**config.mk**
```make
export PLATFORM = sky130hd
export DESIGN_NAME = isf_ctrl
export DESIGN_NICKNAME = d
export VERILOG_FILES = /design/src/design/isf_pkg.sv /design/src/design/isf_ctrl.sv
export SDC_FILE = /design/constraint.sdc
export NUM_CORES = 1
export LEC_CHECK = 0
export BUFFER_PORTS_ARGS = -buffer_cell sky130_fd_sc_hd__buf_2
export CAP_MARGIN = 10
export CELL_PAD_IN_SITES_DETAIL_PLACEMENT = 1
export CELL_PAD_IN_SITES_GLOBAL_PLACEMENT = 1
export CORE_AREA = 2 2 39 41
export DETAILED_ROUTE_END_ITERATION = 8
export DIE_AREA = 0 0 41 43
export PLACE_DENSITY_LB_ADDON = 0.1
export SLEW_MARGIN = 20
export SYNTH_ARGS = -nofsm -noshare
export SYNTH_HDL_FRONTEND = slang
export SYNTH_SLANG_ARGS = --single-unit
```
**constraint.sdc**
```tcl
create_clock -name clk -period 4 [get_ports clk]
set_clock_uncertainty 0.05 [all_clocks]
set_input_delay 0.2 -clock clk [delete_from_list [all_inputs] [get_ports clk]]
set_output_delay 0.2 -clock clk [all_outputs]
set_load 0.05 [all_outputs]
```
**src/design/isf_pkg.sv**
```systemverilog
// Shared types and constants of the input shaping tap filter.
package isf_pkg;

  localparam int SAMPLE_W   = 24;
  localparam int GAIN_W     = 16;
  localparam int DELAY_W    = 10;
  localparam int CFG_IDX_W  = 4;
  localparam int CFG_DATA_W = 16;
  localparam int TAP_IDX_W  = 2;
  localparam int NUM_TAP_REGS = 4;

  // signed sample times zero-extended gain
  localparam int PROD_W = SAMPLE_W + GAIN_W + 1;
  // four products summed
  localparam int ACC_W  = PROD_W + 2;
  localparam int FRAC_BITS = 15;

  localparam int SAMPLE_MAX = 8388607;
  localparam int SAMPLE_MIN = -8388608;

  localparam logic [GAIN_W-1:0] TAP0_GAIN_RESET = 16'd32768;

  // register indexes
  localparam logic [CFG_IDX_W-1:0] REG_TAP0_GAIN  = 4'd0;
  localparam logic [CFG_IDX_W-1:0] REG_TAP1_GAIN  = 4'd1;
  localparam logic [CFG_IDX_W-1:0] REG_TAP2_GAIN  = 4'd2;
  localparam logic [CFG_IDX_W-1:0] REG_TAP3_GAIN  = 4'd3;
  localparam logic [CFG_IDX_W-1:0] REG_TAP0_DELAY = 4'd4;
  localparam logic [CFG_IDX_W-1:0] REG_TAP1_DELAY = 4'd5;
  localparam logic [CFG_IDX_W-1:0] REG_TAP2_DELAY = 4'd6;
  localparam logic [CFG_IDX_W-1:0] REG_TAP3_DELAY = 4'd7;

  // controller to datapath commands
  typedef struct packed {
    logic                 write;     // store incoming word into the delay line
    logic                 clear;     // zero the accumulator
    logic                 read;      // issue a tap read
    logic [TAP_IDX_W-1:0] tap;       // tap being read
    logic                 mul;       // multiply the returned tap
    logic                 acc;       // add the product into the accumulator
    logic                 load_out;  // floor-shift, clip, load output word, advance
  } isf_cmd_t;

endpackage

```
**src/design/isf_ctrl.sv**
```systemverilog
// Sequencer: accept, tap reads, pipeline drain and output hand-off.
module isf_ctrl import isf_pkg::*; #(
  parameter int TAP_COUNT = 4
) (
  input  logic     clk,
  input  logic     rst,
  input  logic     in_valid,
  output logic     in_ready,
  output logic     out_valid,
  input  logic     out_ready,
  output isf_cmd_t cmd
);

  localparam logic [1:0] S_IDLE   = 2'd0;
  localparam logic [1:0] S_READ   = 2'd1;
  localparam logic [1:0] S_DRAIN  = 2'd2;
  localparam logic [1:0] S_FINISH = 2'd3;

  localparam logic [TAP_IDX_W-1:0] LAST_TAP = TAP_IDX_W'(TAP_COUNT - 1);

  logic [1:0]           state, state_next;
  logic [TAP_IDX_W-1:0] tap_cnt, tap_cnt_next;
  logic                 rd_d1, rd_d2;
  logic                 accept;

  assign in_ready = (state == S_IDLE);
  assign accept   = in_valid && in_ready;

  always_comb begin
    state_next   = state;
    tap_cnt_next = tap_cnt;
    cmd          = '0;
    cmd.tap      = tap_cnt;
    cmd.mul      = rd_d1;
    cmd.acc      = rd_d2;
    unique case (state)
      S_IDLE: begin
        if (accept) begin
          cmd.write    = 1'b1;
          cmd.clear    = 1'b1;
          tap_cnt_next = '0;
          state_next   = S_READ;
        end
      end
      S_READ: begin
        cmd.read = 1'b1;
        if (tap_cnt == LAST_TAP) begin
          state_next = S_DRAIN;
        end else begin
          tap_cnt_next = tap_cnt + 1'b1;
        end
      end
      S_DRAIN: begin
        // last product is being summed this cycle once the multiply stage is empty
        if (!rd_d1) begin
          state_next = S_FINISH;
        end
      end
      S_FINISH: begin
        if (!out_valid || out_ready) begin
          cmd.load_out = 1'b1;
          state_next   = S_IDLE;
        end
      end
      default: state_next = S_IDLE;
    endcase
  end

  always_ff @(posedge clk) begin
    if (rst) begin
      state     <= S_IDLE;
      tap_cnt   <= '0;
      rd_d1     <= 1'b0;
      rd_d2     <= 1'b0;
      out_valid <= 1'b0;
    end else begin
      state   <= state_next;
      tap_cnt <= tap_cnt_next;
      rd_d1   <= cmd.read;
      rd_d2   <= rd_d1;
      if (cmd.load_out) begin
        out_valid <= 1'b1;
      end else if (out_ready) begin
        out_valid <= 1'b0;
      end
    end
  end

endmodule

```
==> Word-level counts from Yosys, hierarchy flattened <==
Index checks and enable logic that the tools add are counted.
{ "word_totals": {"output_inout_bits": 10, "in_bits": 4, "reg_bits": 7, "elab_cells": 38} }
{ "op_classes": {"reduce_logical": 8, "n_mux": 15, "eq_ne": 9, "n_addsub": 1} }
{ "ops": {"columns": ["cell", "count"], "rows": [
  ["$mux 2", 8],
  ["$ne 2x2->1 const B", 4],
  ["$pmux 2 s4", 1],
  ["$eq 2x2->1 const B", 3],
  ["$mux 1", 5],
  ["$pmux 2 s2", 1],
  ["$reduce_and 4->1", 1],
  ["$reduce_bool 2->1", 2],
  ["$reduce_and 3->1", 1],
  ["$add 2x1->2 const B", 1],
  ["$eq 2x1->1 const B", 1],
  ["$logic_not 2->1", 1],
  ["$ne 2x1->1 const B", 1],
  ["$logic_and 1x1->1", 1],
  ["$logic_not 1->1", 1],
  ["$logic_or 1x1->1", 1]
]} }

==> Logic depth before layout (Yosys ltp) <==
{ "depth": {"word_depth": 5, "depth_mapped": 5, "ltp_nobuf": 5} }

==> Worst setup path after synthesis <==
OpenSTA, ideal clock, no wires.
{ "synth_path": {"kind": "register to output", "startpoint": "register state[0]", "endpoint": "output cmd[7] (netlist bit)", "path_slack_ns": 2.003, "path_buffers": 1, "arrival_ns": 1.747, "t_required_ns": 3.750, "stages_incl_launch_ff": 5, "path_cell_list": "dfxtp_1 inv_1 ha_1 and2_1 buf_4"} }
{ "synth_lines": {"columns": ["item", "line_no", "rtl"], "rows": [
  ["from (decl)", "isf_ctrl.sv:21", "logic [1:0] state, state_next;"],
  ["from (signal assigned)", "isf_ctrl.sv:77", "state <= state_next;"],
  ["to (decl)", "isf_ctrl.sv:11", "output isf_cmd_t cmd"]
]} }

==> out/metrics.yaml <==
clockBufferDepth: 2
dpl_cell_area_sq_um: 503
critPathRequiredTime_ns: 3.75
grt_pass1_vias: 336
num_antenna_cells: 0
fin_crit_ns: 1.61
root_buffer: "clkbuf_4"
syn_to_final_growth_pct: 20.2
final_cell_area_sq_um: 529
synth_area_sq_um: 440
ant_nets: 0
cts_tree: "yes"
finalNetCount: 73
hold_viol: 0
grt_use_total_pct: 11.9
rsz0062_at_grt: "false"
antenna_found_initial: 0
syn_nets: 58
preCtsSetupSlack_ns: 2.58
relSlewSlack_pct: 85.2
vias: 354
synth_seq_cells: 7
drv_cap: 0
routed_wl_um: 848
rows: 14
finalWorstSetupSlack_ns: 2.39
max_freq_mhz: 620
drive_above_1_share_pct: 30.6
yosysWarnings: 0
hp-class: "primary input to flip-flop"
clk_latency_ns: 0.25
post_drt_via_cell_ratio: 4.54
fin_util_pct: 38.2
port_buffers: 13
routabilityCongestion: 0.606
wl_per_cell_um: 10.9
post_cts_resize_count: 0
dieArea_sq_um: 1760
htree_levels: 1
crit_type: "flip-flop to output port"
finalCritPeriodShare_pct: 40.3
grt_pass1_wl_um: 1310
synth_cells: 48
drc: 0
ioPinCount: 14
die_h_um: 43
p_leak_nw: 0.265
status: "complete, no violations"
clkTransAtPathRegs_ns: 0.05
power_density_nw_per_um2: 759
setup_tns_ns: 0
crit_path_max_fanout: 4
die_w_um: 41
finalSetupViolCount: 0
synth_cell_type_count: 18
syn_area_per_cell_sq_um: 9.18
overflow: 0
cts_sinks: 7
final_common_cell: "buf_2"
end_kind: "output port"
cts_inserted_buffers: 3
layout_common_cells: "13 x buf_2, 7 x dfxtp_1, 6 x ha_1, 5 x inv_1"
startpoint_type: "flip-flop"
seq_area_frac_synth_pct: 31.8
drv_slew: 0
grt_max_degree: 10
post_cts_buffers: 0
drtIter0Drc: 1
arrival_ns: 1.36
peakVddDrop_uv: 270
worst_pin_slew_ns: 0.216
drt_first_pass_iters: 4
dpl.hpwl_um: 681
core_region_area_sq_um: 1380
hold_buffers: 0
start_util_pct: 31.8
-- area by class of cell --
cell class                      count  area, sq um
Multi-Input combinational cell     33          259
Fill cell                         173          855
Inverter                            5         18.8
Clock buffer                        4         26.3
Timing Repair Buffer               13         65.1
Tap cell                           16         20.0
Sequential cell                     7          140
-- critical path, cell delays in order, from the launching register on --
cell and delay (ns):
dfxtp_1 0.38, inv_1 0.10, ha_1 0.25, and2_1 0.18, buf_2 0.20
-- state kept, by name (all words and copies together), names as in the netlist --
name,cells
state,2
rd_d2,1
out_valid,1
rd_d1,1
tap_cnt,2
-- logic make-up after synthesis --
group,synth area share (%)
AOI/OAI and AO/OA,9.38
adders and majority gates,17.0
buffers and inverters,9.38
DFF,31.8
muxes,6.82
and+or+nand+nor,25.6
-- metrics by stage --
| step | hold WS, ns | instances | power [mW] |
|---|---|---|---|
| detailed placement | 0.425 | 74 | 0.342 |
| finish | 0.158 | 78 | 0.401 |
| CTS | 0.155 | 78 | 0.411 |
| global route | 0.160 | 78 | 0.432 |
| floorplan | 0.222 | 48 | 0.305 |
| global placement | 0.422 | 74 | 0.344 |
-- worst paths after layout --
check / from / cells after the start / slack [ns] / to
worst max-delay path: state[0]$_SDFFE_PP0P_ / 4 / 2.39 / cmd[6]
worst min-delay path: rst / 2 / 0.16 / rd_d2$_SDFF_PP0_
worst max register to register: state[0]$_SDFFE_PP0P_ / 5 / 2.56 / state[0]$_SDFFE_PP0P_
worst min register to register: rd_d1$_SDFF_PP0_ / 1 / 0.44 / rd_d2$_SDFF_PP0_
-- cell usage after synthesis, drive strengths merged --
master	count	area share, %
inv	5	4.3
nand3b	3	5.1
ha	6	17
a31oi	1	1.4
a21oi	1	1.1
and2	3	4.3
o2111a	1	2.8
o21ai	2	2.3
nor2b	3	4.3
dfxtp	7	32
nor2	3	2.6
mux2i	3	6.8
nand2b	2	2.8
o21bai	1	1.7
buf	3	5.1
nand2	1	0.85
or2b	3	5.7
-- layer usage --
| layer | up-vias | part of all wire [%] | track usage [%] |
|---|---|---|---|
| met5 | - | 0 | 0 |
| met4 | 0 | 0 | 2.00 |
| met3 | 0 | 5.5 | 9.42 |
| met2 | 7 | 54 | 19.1 |
| met1 | 164 | 40 | 11.7 |
| li1 | 183 | - | - |
-- report_power, final --
group          total (mW)  internal (mW)  switching, mW
combinational       0.235         0.0725          0.163
clock              0.0643         0.0381         0.0263
sequential          0.102         0.0869         0.0151
(Power assumes the default switching activity.)
